===== src/sv/opcq_queue.sv =====
`default_nettype none

module opcq_queue #(
   parameter int DATA_W = 8
) (
   input  wire logic              clock,
   input  wire logic              reset,
   input  wire logic              wr_valid,
   output logic                   wr_ready,
   input  wire logic [DATA_W-1:0] wr_data,
   output logic                   rd_valid,
   input  wire logic              rd_ready,
   output logic [DATA_W-1:0]      rd_data
);

   localparam int SLOTS = 2;

   logic [DATA_W-1:0] slot_ff [SLOTS];
   logic              wr_ptr_ff;
   logic              wr_ptr_in;
   logic              rd_ptr_ff;
   logic              rd_ptr_in;
   logic [1:0]        fill_ff;
   logic [1:0]        fill_in;
   logic              push;
   logic              pop;

   assign wr_ready = (fill_ff != 2'(SLOTS));
   assign rd_valid = (fill_ff != '0);
   assign rd_data  = slot_ff[rd_ptr_ff];
   assign push     = wr_valid && wr_ready;
   assign pop      = rd_valid && rd_ready;

   // pointers and fill level
   always_comb begin
      wr_ptr_in = push ? !wr_ptr_ff : wr_ptr_ff;
      rd_ptr_in = pop ? !rd_ptr_ff : rd_ptr_ff;
      fill_in   = fill_ff + 2'(push) - 2'(pop);
   end

   always_ff @(posedge clock) begin
      if (reset) begin
         wr_ptr_ff <= 1'b0;
         rd_ptr_ff <= 1'b0;
         fill_ff   <= '0;
      end else begin
         wr_ptr_ff <= wr_ptr_in;
         rd_ptr_ff <= rd_ptr_in;
         fill_ff   <= fill_in;
      end
   end

   // slot storage
   always_ff @(posedge clock) begin
      if (push) begin
         slot_ff[wr_ptr_ff] <= wr_data;
      end
   end

endmodule

`default_nettype wire


===== config.mk =====
export PLATFORM = sky130hd
export DESIGN_NAME = opcq_queue
export DESIGN_NICKNAME = d
export VERILOG_FILES = /design/src/sv/opcq_queue.sv
export SDC_FILE = /design/constraint.sdc
export NUM_CORES = 1
export LEC_CHECK = 0
export ABC_CLOCK_PERIOD_IN_PS = 1400
export BUFFER_PORTS_ARGS = -buffer_cell sky130_fd_sc_hd__buf_4
export CAP_MARGIN = 20
export CORE_MARGIN = 2
export CORE_UTILIZATION = 44
export DETAILED_ROUTE_END_ITERATION = 7
export PLACE_DENSITY = 0.73
export SLEW_MARGIN = 10
export SYNTH_ARGS = -nofsm -noshare
export SYNTH_HDL_FRONTEND = slang
export SYNTH_SLANG_ARGS = --single-unit

===== constraint.sdc =====
create_clock -name clock -period 1.4 [get_ports clock]
set_input_delay 0.28 -clock clock [delete_from_list [all_inputs] [get_ports clock]]
set_output_delay 0.28 -clock clock [all_outputs]
set_load 0.005 [all_outputs]

==> results of run 1 <==
worst register-to-register path: stages (launching register included):
cell     delay [ps]
dfxtp_4         370
and2b_1         180
buf_4           130
buf_4           130
o31a_1          280
nor3_1          180
registers in the layout, indices dropped and copies added, names as in the netlist, named ones only:
name and flops:
fill_ff 2, rd_ptr_ff 1, slot_ff 16, wr_ptr_ff 1
layer usage:
layer / global-route usage [%] / vias up
met5: 0 / -
met4: 11.7 / 0
met3: 5.66 / 4
met2: 28.6 / 19
met1: 14.4 / 261
li1: - / 261
worst paths after layout:
kind	endpoint	slack, ps	cells past startpoint
setup reg to reg	fill_ff[1]$_SDFF_PP0_	40	5
setup / recovery	rd_data[1]	-90	3
hold / removal	slot_ff[0][2]$_DFFE_PP_	160	1
hold reg to reg	flip-flop	520	2
synth_stat cells:
| library cell | instances | area (um2) |
|---|---|---|
| a21bo_2 | 1 | 10.0 |
| or2_2 | 1 | 6.26 |
| nor2b_1 | 1 | 6.26 |
| a21oi_1 | 1 | 5.00 |
| nor4bb_1 | 1 | 10.0 |
| nand3b_1 | 1 | 7.51 |
| and3_1 | 2 | 12.5 |
| nand2b_1 | 1 | 6.26 |
| buf_2 | 1 | 5.00 |
| dfxtp_1 | 5 | 100 |
| edfxtp_1 | 16 | 480 |
| nor2_1 | 4 | 15.0 |
| o31a_1 | 1 | 8.76 |
| nor3_1 | 1 | 5.00 |
| ha_1 | 1 | 12.5 |
| nor4_1 | 1 | 6.26 |
| mux2_2 | 8 | 90.1 |
| xor2_1 | 1 | 8.76 |
| inv_1 | 1 | 3.75 |
| o21ba_2 | 1 | 10.0 |
| nand3_1 | 1 | 5.00 |
| and2b_1 | 1 | 7.51 |
| o21ai_0 | 2 | 10.0 |
cell type report:
| class | instances | area share (%) |
|---|---|---|
| clock buffers | 3 | 1.87 |
| inverters | 1 | 0.312 |
| clock inverters | 1 | 0.416 |
| multi-input cells | 31 | 24.3 |
| well taps | 25 | 2.60 |
| flip-flops and latches | 21 | 48.8 |
| repair buffers | 27 | 21.7 |
metrics by stage:
step	area (um2)	instances
after detailed placement	1080	104
after global routing	1200	109
after floorplan	832	54
after global placement	1080	104
final	1200	109
after CTS	1170	108
kinds of logic (layout without fill, tap and decap cells):
kind of cell / count (synthesis) / count (layout) / synth area share [%]
AO/OA/AOI/OAI: 6 / 6 / 5.26
XOR/XNOR: 1 / 1 / 1.05
adder cells (fa/ha/maj): 1 / 1 / 1.50
buffers and inverters: 2 / 32 / 1.05
flip-flops: 21 / 21 / 69.8
multiplexers: 8 / 8 / 10.8
AND/OR/NAND/NOR: 15 / 15 / 10.5
power by group:
group / internal, uW / total (uW) / switching, uW
clock network: 106 / 276 / 169
registers: 769 / 819 / 49.9
logic: 405 / 617 / 212
total: 1280 / 1710 / 431
timing repair:
action	CTS	global route
setup endpoints to repair	10	18
pin swaps	1	4
resized for setup	20	7
setup buffers	1	1
==> key figures, run 1 <==
Timing
  – Final setup fails: 8
  – Fmax: 671 MHz
  – Final Skew: 4.86 ps
  – Final Hold Fails: 0
  – Post-route setup slack: -90.2 ps
  – Final period util: 106%
  – Tmin final: about 1500 ps
  – Hold Slack: 158 ps
  – Worst rel slew slack: roughly 70%
  – Setup_tns: -652 ps
  – Worst-Margin Slew: 446 ps
  – Slew Limit Fails: 0
  – Unrepaired setup endpoints after global routing: true

Layout
  – Layout cells sized above 1: 58.3%
  – Layout area overhead: 44.7%
  – Fillcell total: about 140
  – Nets: 98
  – Antenna cell count: 0
  – Seq. cell area: 587 um2
  – Area of the multi-input gates: about 290 um2
  – Core Util, Final: a little under 70%
  – Most frequent cells in the layout: 16 x buf_4, 16 x edfxtp_1, 9 x buf_6

Route
  – WL met1: about 480 um
  – WL met3: around 110 um
  – Residual DRC count: 0
  – Drt first-iter violations: 5
  – Drt first pass iters: 2
  – Vias/cell: 5.00
  – Via count: around 550
  – Detail Route met2 WL: a little under 900 um
  – Detail Route Antenna Nets: 0
  – Max layer used: met4
  – Wirelength per Cell: 13.8 um
  – DRT Wirelength: 1.50 mm

Global route
  – All-Layer GR Usage: 15.9%
  – Largest net degree at the start of global routing: 13
  – Vias in the first global route: 538
  – Gr ovfl total: 0
  – First-pass GRT wire length: 2.29 mm
  – Initial antenna violation count: 0

Synthesis
  – Avg Cell Area, Syn: roughly 15 um2
  – Post-synthesis cell type count: 23
  – Synthesized Nets: 67
  – Share of the yosys chip area belonging to registers: about 70%
  – Post-synthesis register bit count: 21
  – Synthesized cell area: 832 um2
  – Synth Instances: 54
  – Ys Warns: 0

Die
  – Number of cell rows: 15
  – Die H: roughly 47 um
  – Die area: 2250 um2
  – I/O pins: 22
  – DIE WIDTH: 47.5 um
  – Initial Utilization: between 40% and 50%
  – Core area: 1750 um2

Worst setup path
  – Cell family with most CP delay: flip-flops
  – CP endpoint kind: output port
  – Max FO, Critical Path: 8
  – WS Path Type: flip-flop to output port
  – Largest stage delay on the critical path: 360 ps
  – Startpoint Class: flip-flop
  – Reg2reg start: fill_ff[1]$_SDFF_PP0_
  – Critical Path RT: 1120 ps
  – Arr. time, crit path: between 1000 and 1500 ps
  – Worst path slowest cell: dfxtp_2
  – Worst path cell trace: buf_12 > mux2_4 > buf_6
  – CP bufs+invs: 2

Hold path
  – HP Class: input pin to flip-flop
  – HP Start: wr_data[2]

Clock tree
  – Clk_lat worst skew: 300 ps
  – CTS Sinks: 21
  – TritonCTS Buffers: 3
  – Post-CTS Hold Buffers: 0
  – CTS max path bufs: 2
  – H-tree Lvls: 1
  – TritonCTS clock tree: built
  – Worst-path clk slew: 110 ps
  – Clk root buf: clkbuf_4

Placed design
  – Post-DP HPWL: around 970 um
  – Routability-driven placement congestion ratio: ~0.66
  – Input/output buffers: 21
  – Worst slack at placement: -78.9 ps

Pwr
  – Leak: 0.000492 uW
  – Total chip power: 1710 uW
  – Worst vdd ir: 0.000832 V
  – Cell Pwr Density: 1420 nW/um2

Run status
  – Failing checks: setup timing
  – Status: finished, violations left

Job
  – Max Cap Viol: 0
(Power assumes the default switching activity.)
==> run 2: changes to the inputs <==
SETUP_SLACK_MARGIN = 0.1   (was unset)
==> run 2 against run 1 <==
Net effect: clock power about the same; critical endpoint is now rd_data[0]; register-to-register slack worse by 40 ps; sequential power up 4.5%; final cell count down 0.92%; routed wire length up 5.6%; first-iteration DRC count up 80%; core utilization unchanged; sequential cell count unchanged; combinational power down 3%; count of clock-buffer cells in the layout up 1; the flow still finishes with violations (setup timing); sequential share of layout area up 0.42 points; via count unchanged.
==> key figures, run 2 (synthesis gave the netlist of run 1 again) <==
Route
  – Drt first-iter violations: 9
  – Residual DRC count: 0
  – Via count: 545
  – Vias/cell: 5.05
  – Drt first pass iters: 4
  – Detail Route Antenna Nets: 0
  – DRT Wirelength: approximately 1.6 mm
  – Wirelength per Cell: 14.7 um

Timing
  – Tmin final: ~1500 ps
  – Worst-Margin Slew: about 570 ps
  – Final Hold Fails: 0
  – Fmax: ~700 MHz
  – Final period util: 105%
  – Final Skew: 2.82 ps
  – Final setup fails: 8
  – Unrepaired setup endpoints after global routing: true
  – Setup_tns: -517 ps
  – Slew Limit Fails: 0
  – Post-route setup slack: -70.3 ps
  – Worst rel slew slack: 61.7%

Run status
  – Status: finished, violations left
  – Failing checks: setup timing

Pwr
  – Cell Pwr Density: 1440 nW/um2
  – Leak: around 0.00049 uW
  – Worst vdd ir: roughly 0.00086 V

Worst setup path
  – Startpoint Class: flip-flop
  – Max FO, Critical Path: 8
  – Reg2reg start: fill_ff[1]$_SDFF_PP0_
  – Critical Path RT: 1120 ps
  – Largest stage delay on the critical path: about 460 ps
  – Worst path cell trace: mux2_4 > buf_6
  – Worst path slowest cell: dfxtp_4
  – Arr. time, crit path: approximately 1200 ps
  – WS Path Type: flip-flop to output port
  – CP endpoint kind: output port

Die
  – Die area: roughly 2300 um2
  – Number of cell rows: 15
  – Initial Utilization: 47.7%
  – Core area: about 1700 um2
  – Die H: 47.5 um
  – I/O pins: 22
  – DIE WIDTH: 47.5 um

Layout
  – Most frequent cells in the layout: 16 x edfxtp_1, 15 x buf_4, 11 x buf_6
  – Layout cells sized above 1: 59.0%
  – Nets: a little under 100
  – Most common cell after layout, fill and taps aside: edfxtp_1
  – Fillcell total: 127
  – Antenna cell count: 0
  – Layout area overhead: 44.7%
  – Max reg flops: 16
  – Most flops, register: slot_ff
  – Regs by FF count: slot_ff (16), fill_ff (2)

Hold path
  – HP Start: wr_data[6]
  – HP Class: input pin to flip-flop

Global route
  – Largest net degree at the start of global routing: 12
  – Initial antenna violation count: 0
  – Gr ovfl total: 0
  – Vias in the first global route: 534
  – All-Layer GR Usage: 15.1%
  – First-pass GRT wire length: 2.20 mm

Placed design
  – Routability-driven placement congestion ratio: roughly 0.7
  – Worst slack at placement: -96.5 ps
  – Post-DP HPWL: 1.00 mm
  – Input/output buffers: 21

Clock tree
  – H-tree Lvls: 1
  – Clk_lat worst skew: 290 ps
  – Post-CTS Hold Buffers: 0
  – CTS max path bufs: 2
  – Worst-path clk slew: roughly 110 ps
  – Clk root buf: clkbuf_4
  – CTS Sinks: 21
  – TritonCTS clock tree: built
  – TritonCTS Buffers: 3

Job
  – Max Cap Viol: 0
-- run 2: changes by cell type in the layout (fill, tap and decap cells not counted), sizes merged --
cell / previous run / this run
clkbuf: 3 / 4
clkinv: 1 / 0
buf: 27 / 26
-- run 2: stage by stage --
stage                     total power [uW]  cells  util, %  area [um2]  hold slack [ps]
after CTS                             1690    108     67.2        1170              156
after global placement                1230    102     59.6        1040              466
after global routing                  1830    108     69.0        1200              137
after detailed placement              1250    102     59.6        1040              468
after floorplan                       1050     54        -         833              349
final                                 1730    108     69.0        1200              165
-- run 2: worst max-delay path: cells and delay by family, from the launching register on --
family   cells  cell delay [ps]
flops        1              460
mux          1              330
buf+inv      1              120
-- run 2: layer usage --
layer  part of all wire, %  up-vias  global-route usage, %
li1                      -      260                      -
met1                    40      269                   17.0
met2                    56       14                   25.4
met3                   3.5        2                   4.53
met4                  0.76        0                   8.33
met5                     0        -                      0
-- run 2: worst paths after layout --
kind / to / slack (ps) / depth (start not counted)
worst max register to register: fill_ff[1]$_SDFF_PP0_ / 0 / 4
worst min-delay path: slot_ff[1][6]$_DFFE_PP_ / 160 / 1
worst max-delay path: rd_data[0] / -70 / 2
worst min register to register: flip-flop / 520 / 2
-- run 2: repair_timing --
item / CTS / global route
pin swaps: 5 / 0
resized for setup: 26 / 7
buffers inserted: 2 / 0
endpoints found under the setup margin: 20 / 20
-- run 2: power by group --
part           internal (uW)  leakage [uW]  switching, uW
clock                    111     0.0000150            167
combinational            406      0.000284            194
sequential               776      0.000193           80.6
total                   1290      0.000492            442
-- run 2: area by class of cell --
| type | instances | area, um2 | area share [%] |
|---|---|---|---|
| Clock buffer | 4 | 26.3 | 2.18 |
| Inverter | 1 | 3.75 | 0.312 |
| Multi-Input combinational cell | 31 | 314 | 26.1 |
| Sequential cell | 21 | 592 | 49.2 |
| Tap cell | 25 | 31.3 | 2.60 |
| Timing Repair Buffer | 26 | 236 | 19.6 |
