**src/sv/opcq_pkg.sv**
```systemverilog
`default_nettype none

package opcq_pkg;

   // fixed field widths
   localparam int CH_W        = 8;
   localparam int COLOR_W     = 3 * CH_W;
   localparam int INDEX_W     = 12;
   localparam int COUNT_W     = 13;
   localparam int DEPTH_REG_W = 3;
   localparam int DEPTH_W     = 4;

   // request mode codes
   localparam logic [1:0] MODE_INSERT  = 2'd0;
   localparam logic [1:0] MODE_MAP     = 2'd1;
   localparam logic [1:0] MODE_PALETTE = 2'd2;

   // fixed colours and the black/white palette
   localparam logic [COLOR_W-1:0] COLOR_WHITE   = {COLOR_W{1'b1}};
   localparam logic [COLOR_W-1:0] COLOR_BLACK   = '0;
   localparam logic [INDEX_W-1:0] PAL_WHITE_IDX = 12'd0;
   localparam logic [INDEX_W-1:0] PAL_BLACK_IDX = 12'd1;
   localparam logic [COUNT_W-1:0] BW_COUNT      = 13'd2;

   // work kinds passed from front to back
   typedef enum logic [1:0] {
      OP_INSERT,
      OP_MAP,
      OP_PALETTE,
      OP_DIRECT
   } op_kind_type;

   // one queued command
   typedef struct packed {
      op_kind_type          kind;
      logic [COLOR_W-1:0]   color;
      logic [INDEX_W-1:0]   palette_index;
      logic                 hit_fixed;
      logic                 count_fixed;
   } cmd_type;

   // back end sequencer
   typedef enum logic [2:0] {
      ST_CLEAR,
      ST_IDLE,
      ST_LOOK,
      ST_ORDER,
      ST_FETCH,
      ST_EMIT
   } back_state_type;

endpackage

`default_nettype wire

```
**src/sv/opcq_front.sv**
```systemverilog
`default_nettype none

module opcq_front #(
   parameter int MAX_DEPTH = 4
) (
   input  wire logic                                  clock,
   input  wire logic                                  reset,
   input  wire logic                                  csr_wr_en,
   input  wire logic [opcq_pkg::DEPTH_REG_W-1:0]      csr_wr_data,
   input  wire logic                                  req_valid,
   output logic                                       req_ready,
   input  wire logic [1:0]                            req_mode,
   input  wire logic [opcq_pkg::CH_W-1:0]             req_red,
   input  wire logic [opcq_pkg::CH_W-1:0]             req_green,
   input  wire logic [opcq_pkg::CH_W-1:0]             req_blue,
   input  wire logic [opcq_pkg::INDEX_W-1:0]          req_palette_index,
   input  wire logic                                  clearing,
   output logic                                       q_valid,
   input  wire logic                                  q_ready,
   output opcq_pkg::cmd_type                          q_cmd,
   output logic [3*MAX_DEPTH-1:0]                     q_addr
);

   localparam int AW = 3 * MAX_DEPTH;

   logic [opcq_pkg::DEPTH_W-1:0] depth_ff;
   logic [opcq_pkg::DEPTH_W-1:0] depth_in;
   logic [opcq_pkg::DEPTH_W-1:0] act_depth;
   logic [opcq_pkg::DEPTH_W-1:0] depth_gap;
   logic [4:0]                   shift;
   logic [AW-1:0]                full_addr;
   logic [opcq_pkg::COLOR_W-1:0] pixel;

   // depth register, saturated on use
   always_comb begin
      depth_in = depth_ff;
      if (csr_wr_en) begin
         depth_in = opcq_pkg::DEPTH_W'(csr_wr_data);
      end
   end

   always_ff @(posedge clock) begin
      if (reset) begin
         depth_ff <= opcq_pkg::DEPTH_W'(MAX_DEPTH);
      end else begin
         depth_ff <= depth_in;
      end
   end

   assign act_depth = (depth_ff > opcq_pkg::DEPTH_W'(MAX_DEPTH))
                      ? opcq_pkg::DEPTH_W'(MAX_DEPTH) : depth_ff;

   // interleave r, g, b msbs at full depth, then drop unused levels
   always_comb begin
      full_addr = '0;
      for (int lvl = 0; lvl < MAX_DEPTH; lvl++) begin
         full_addr[AW-1-3*lvl] = req_red[opcq_pkg::CH_W-1-lvl];
         full_addr[AW-2-3*lvl] = req_green[opcq_pkg::CH_W-1-lvl];
         full_addr[AW-3-3*lvl] = req_blue[opcq_pkg::CH_W-1-lvl];
      end
   end

   assign depth_gap = opcq_pkg::DEPTH_W'(MAX_DEPTH) - act_depth;
   assign shift     = 5'({depth_gap, 1'b0}) + 5'(depth_gap);
   assign q_addr    = full_addr >> shift;
   assign pixel     = {req_red, req_green, req_blue};

   // handshake, held off during the clearing pass
   assign req_ready = q_ready && !clearing;
   assign q_valid   = req_valid && !clearing;

   // classify the word
   always_comb begin
      q_cmd.kind          = opcq_pkg::OP_DIRECT;
      q_cmd.color         = opcq_pkg::COLOR_BLACK;
      q_cmd.palette_index = req_palette_index;
      q_cmd.hit_fixed     = 1'b0;
      q_cmd.count_fixed   = 1'b0;
      if (act_depth == '0) begin
         q_cmd.count_fixed = 1'b1;
         unique case (req_mode)
            opcq_pkg::MODE_INSERT: begin
               q_cmd.hit_fixed = 1'b1;
            end
            opcq_pkg::MODE_MAP: begin
               q_cmd.hit_fixed = 1'b1;
               if (req_red[opcq_pkg::CH_W-1] || req_green[opcq_pkg::CH_W-1]
                   || req_blue[opcq_pkg::CH_W-1]) begin
                  q_cmd.color = opcq_pkg::COLOR_WHITE;
               end
            end
            opcq_pkg::MODE_PALETTE: begin
               if (req_palette_index == opcq_pkg::PAL_WHITE_IDX) begin
                  q_cmd.color     = opcq_pkg::COLOR_WHITE;
                  q_cmd.hit_fixed = 1'b1;
               end else if (req_palette_index == opcq_pkg::PAL_BLACK_IDX) begin
                  q_cmd.hit_fixed = 1'b1;
               end
            end
            default: begin
               q_cmd.hit_fixed = 1'b0;
            end
         endcase
      end else begin
         unique case (req_mode)
            opcq_pkg::MODE_INSERT: begin
               q_cmd.kind  = opcq_pkg::OP_INSERT;
               q_cmd.color = pixel;
            end
            opcq_pkg::MODE_MAP: begin
               q_cmd.kind = opcq_pkg::OP_MAP;
            end
            opcq_pkg::MODE_PALETTE: begin
               q_cmd.kind = opcq_pkg::OP_PALETTE;
            end
            default: begin
               q_cmd.kind = opcq_pkg::OP_DIRECT;
            end
         endcase
      end
   end

endmodule

`default_nettype wire

```
**config.mk**
```make
export PLATFORM = sky130hd
export DESIGN_NAME = opcq_front
export DESIGN_NICKNAME = d
export VERILOG_FILES = /design/src/sv/opcq_pkg.sv /design/src/sv/opcq_front.sv
export SDC_FILE = /design/constraint.sdc
export NUM_CORES = 1
export LEC_CHECK = 0
export BUFFER_PORTS_ARGS = -buffer_cell sky130_fd_sc_hd__buf_4
export CORE_MARGIN = 2
export CORE_UTILIZATION = 35
export CTS_BUF_LIST = sky130_fd_sc_hd__clkbuf_16
export DETAILED_ROUTE_END_ITERATION = 7
export HOLD_SLACK_MARGIN = 0.02
export PLACE_DENSITY = 0.74
export SYNTH_ARGS = -nofsm -noshare
export SYNTH_HDL_FRONTEND = slang
export SYNTH_SLANG_ARGS = --single-unit
```
**constraint.sdc**
```tcl
create_clock -name clock -period 4 [get_ports clock]
set_clock_uncertainty 0.05 [all_clocks]
set_input_delay 0.6 -clock clock [delete_from_list [all_inputs] [get_ports clock]]
set_output_delay 0.6 -clock clock [all_outputs]
set_load 0.01 [all_outputs]
```
==> metrics.md <==
| Metric | Value |
|---|---|
| Outcome | `completed` |
| Crit Path Max Fanout | `8` |
| Placed cell areas | `0.00191 mm^2` |
| TritonRoute pass-1 iters | `4` |
| CP Capture Type | `output port` |
| Reg2reg end | `depth_ff[2]` |
| Post-Synth Simple-Gate Area | `21.4%` |
| Boundary Pins | `101` |
| Area contributors post-synth | `a21o_1 (15%), ha_1 (9.2%), buf_4 (7.4%)` |
| DRT iter0 DRCs | `133` |
| Fin util | `60.3%` |
| Clock buffer count from CTS | `3` |
| Port Buffers | `100` |
| Via density | `5.03` |
| Initial antenna violation count | `0` |
| Required @ worst endpoint | `3350 ps` |
| Met3 Routed Length | `235 um` |
| Multiplexer area fraction after synthesis | `17.5%` |
| Net switching power figure | `0.155 mW` |
| Power Total | `0.460 mW` |
| Antenna Cells | `0` |
| Hold Startpoint | `reset` |
| Mapped Area | `0.00122 mm^2` |
| Fin. Hold Viols | `0` |
| CTS H-tree depth | `1` |
| Final WS setup | `231 ps` |
| Via total after detailed routing | `1483` |
| Worst Hold Path Cells | `2` |
| Place WS | `386 ps` |
| Flop2flop setup slack | `3130 ps` |
| First-pass GRT wire length | `6000 um` |
| #FFs+latches synth | `3` |
| Non-Filler Instances | `295` |
| XOR/XNOR Fraction of Synth Area | `0%` |
| Syn_nets | `218` |
| VDD IR max | `0.000182 V` |
| Final Cell Area | `0.00201 mm^2` |
| Reg clk slew, reported paths | `30 ps` |
| Pint | `0.306 mW` |
| Syn. warnings | `0` |
| WS Path Type | `reg -> out` |
| CP Cell Sequence | `nor2b_4 > inv_6 > ha_1 > ha_1 > fa_1 > clkinv_1 > or3_1 > nor3_1 > buf_4` |
| Hold buffers post-CTS | `0` |
| Flop pwr share | `7.5%` |
| Largest family of logic cells by synthesized area | `compound AO/OA/AOI/OAI gates` |
| Starting Density | `36.6%` |
| Setup TNS | `0 ps` |
| Tcrit/Tclk final | `94.2%` |
| Final HPWL DP | `3040 um` |
| Biggest regs | `depth_ff (3)` |
| # setup viols final | `0` |
| Die area | `0.00398 mm^2` |
| Total GRT Usage | `18.3%` |
| RSZ-0062 raised after global routing | `no` |
| Clock Latency Late Sink | `220 ps` |
| Seq/Total Area, Yosys | `4.91%` |
| Mapped Avg Cell Area | `7.59 um^2` |
| DR top layer | `met4` |
| Clock share of power | `33.9%` |
| DR WL met2 | `1850 um` |
| Combinational share of power | `58.5%` |
| Dominant cell type by area after synthesis | `a21o_1` |
| Drt drc | `0` |
| FF-to-FF path depth | `2` |
| Die Wd | `63.1 um` |
| Max FFs per register | `3` |
| Switching Fraction | `33.6%` |
| Antenna Nets Post-Route | `0` |
| Wire per inst | `12.7 um` |
| Gr ovfl total | `0` |
| Clock Sinks | `3` |
| M1 WL | `1650 um` |
| Hold WS | `514 ps` |
| CP max stage cell | `fa_1` |
| CTS tree | `yes` |
| R2R Path Start | `depth_ff[2]` |
| Startpoint types | `flop` |
| Synth Area in Compound Gates | `29.0%` |
| Longest Clk Path Bufs | `2` |
| Tmin final | `3770 ps` |
| Post-Syn Instances | `161` |
| Die Ht | `63.1 um` |
| Slowest stage delay, CP | `550 ps` |
| Vias in the first global route | `1396` |
| Hold Crit Class | `in -> reg` |
| Gp weighted congestion | `0.876` |
| CP most frequent cell | `ha_1` |
| Core area | `0.00334 mm^2` |
| Critical Path AT | `3120 ps` |
| Adder-cell share of the synthesized area | `10.8%` |
| Post-synth cell types | `45` |
| Leak | `1.21 nW` |
| Hold EP | `depth_ff[0]` |
| Root Driver | `clkbuf_16` |
| P per Cell Area | `229 mW/mm^2` |
| Slew Limit Fails | `0` |
| Pin count of the biggest net entering global routing | `25` |
| Nets | `307` |
| Fmax | `265 MHz` |
| Drt total wl | `3760 um` |
| Area grow syn2layout | `64.5%` |
| Max-Cap Viols | `0` |
| Share of the synthesized area in the top cell type | `15.4%` |
| Site row count | `21` |
| Cells after DPL | `288` |
| Largest Register | `depth_ff` |
| Share of layout cells above drive strength 1 | `48.2%` |
cell usage in the layout (no fill, tap or decap), drive strengths merged:
master / instances
fa: 1
or2: 1
o21ai: 7
nand4: 1
inv: 10
mux2i: 6
nor4: 2
o31ai: 1
o21a: 1
nand2: 10
and2b: 1
a211oi: 2
clkinv: 1
o22ai: 2
conb: 1
nor2b: 7
o21bai: 1
nand3b: 1
a21oi: 8
mux4: 6
a32o: 1
clkbuf: 3
buf: 107
nand3: 3
nor4b: 1
nand2b: 4
a311oi: 1
mux2: 1
dfxtp: 3
nor2: 11
a21o: 25
a22oi: 2
o211ai: 1
and3: 1
or3: 3
nor3: 2
and2: 1
ha: 9
power by group through the flow:
stage / registers, mW / clock network (mW) / logic, mW
2_1_floorplan: 0.0344 / 0 / 0.146
3_3_place_gp: 0.0350 / 0 / 0.266
3_5_place_dp: 0.0351 / 0 / 0.269
4_1_cts: 0.0346 / 0.159 / 0.269
5_1_grt: 0.0351 / 0.164 / 0.294
6_report: 0.0347 / 0.156 / 0.270
area by class of cell:
class                           count  area, um^2
Inverter                           10        45.0
Clock buffer                        3        75.1
Clock inverter                      1        3.75
Tap cell                           46        57.6
Timing Repair Buffer              107         803
Multi-Input combinational cell    125         966
Fill cell                         329        1330
Sequential cell                     3        60.1
worst max path at each step:
stage / startpoint / endpoint / slack, ps / cells after the start
detailed placement: depth_ff[1] / q_addr[10] / 390 / 9
global route: depth_ff[1] / q_addr[10] / 6 / 9
floorplan: depth_ff[1] / q_addr[5] / 610 / 11
CTS: depth_ff[1] / q_addr[10] / 150 / 9
global placement: depth_ff[1] / q_addr[10] / 440 / 9
finish: depth_ff[1] / q_addr[10] / 230 / 9
cell usage after synthesis, drive strengths merged:
cell	count
nand2b	4
inv	9
clkbuf	5
nor2	11
mux2	1
nor3	2
o21ai	7
a22oi	2
dfxtp	3
mux2i	6
nand2	10
o22ai	2
and3	1
mux4	6
a32o	1
a21o	25
or3	3
o31ai	1
and2b	1
nor2b	7
nor4b	1
buf	18
fa	1
or2	1
nand4	1
nand3b	1
clkinv	1
a21oi	8
o21a	1
nor4	2
a211oi	2
conb	1
and2	1
nand3	3
ha	9
o21bai	1
o211ai	1
a311oi	1
routing by layer:
layer / vias to the layer above / track usage [%]
met2: 64 / 29.8
met1: 669 / 24.3
met4: 0 / 6.94
li1: 746 / -
met3: 4 / 2.68
met5: - / 0
repair_timing:
action | 4_1_cts | 5_1_grt
endpoints found under the setup margin | 0 | 2
gates resized for setup | 0 | 0
buffers inserted | 0 | 3
worst max-delay path: cells and delay by family, from the launching register on:
kind / cells / cell delay, ps
buf+inv: 3 / 430
simple gates: 3 / 960
fa+ha+maj: 3 / 1060
flops: 1 / 440
cells by family after synthesis:
kind of cell | after synthesis
AO/OA/AOI/OAI | 52
AND/OR/NAND/NOR | 49
buffers and inverters | 33
multiplexers | 13
adder cells (fa/ha/maj) | 10
flip-flops | 3
other | 1
No activity file was read; power rests on OpenSTA's default activity.
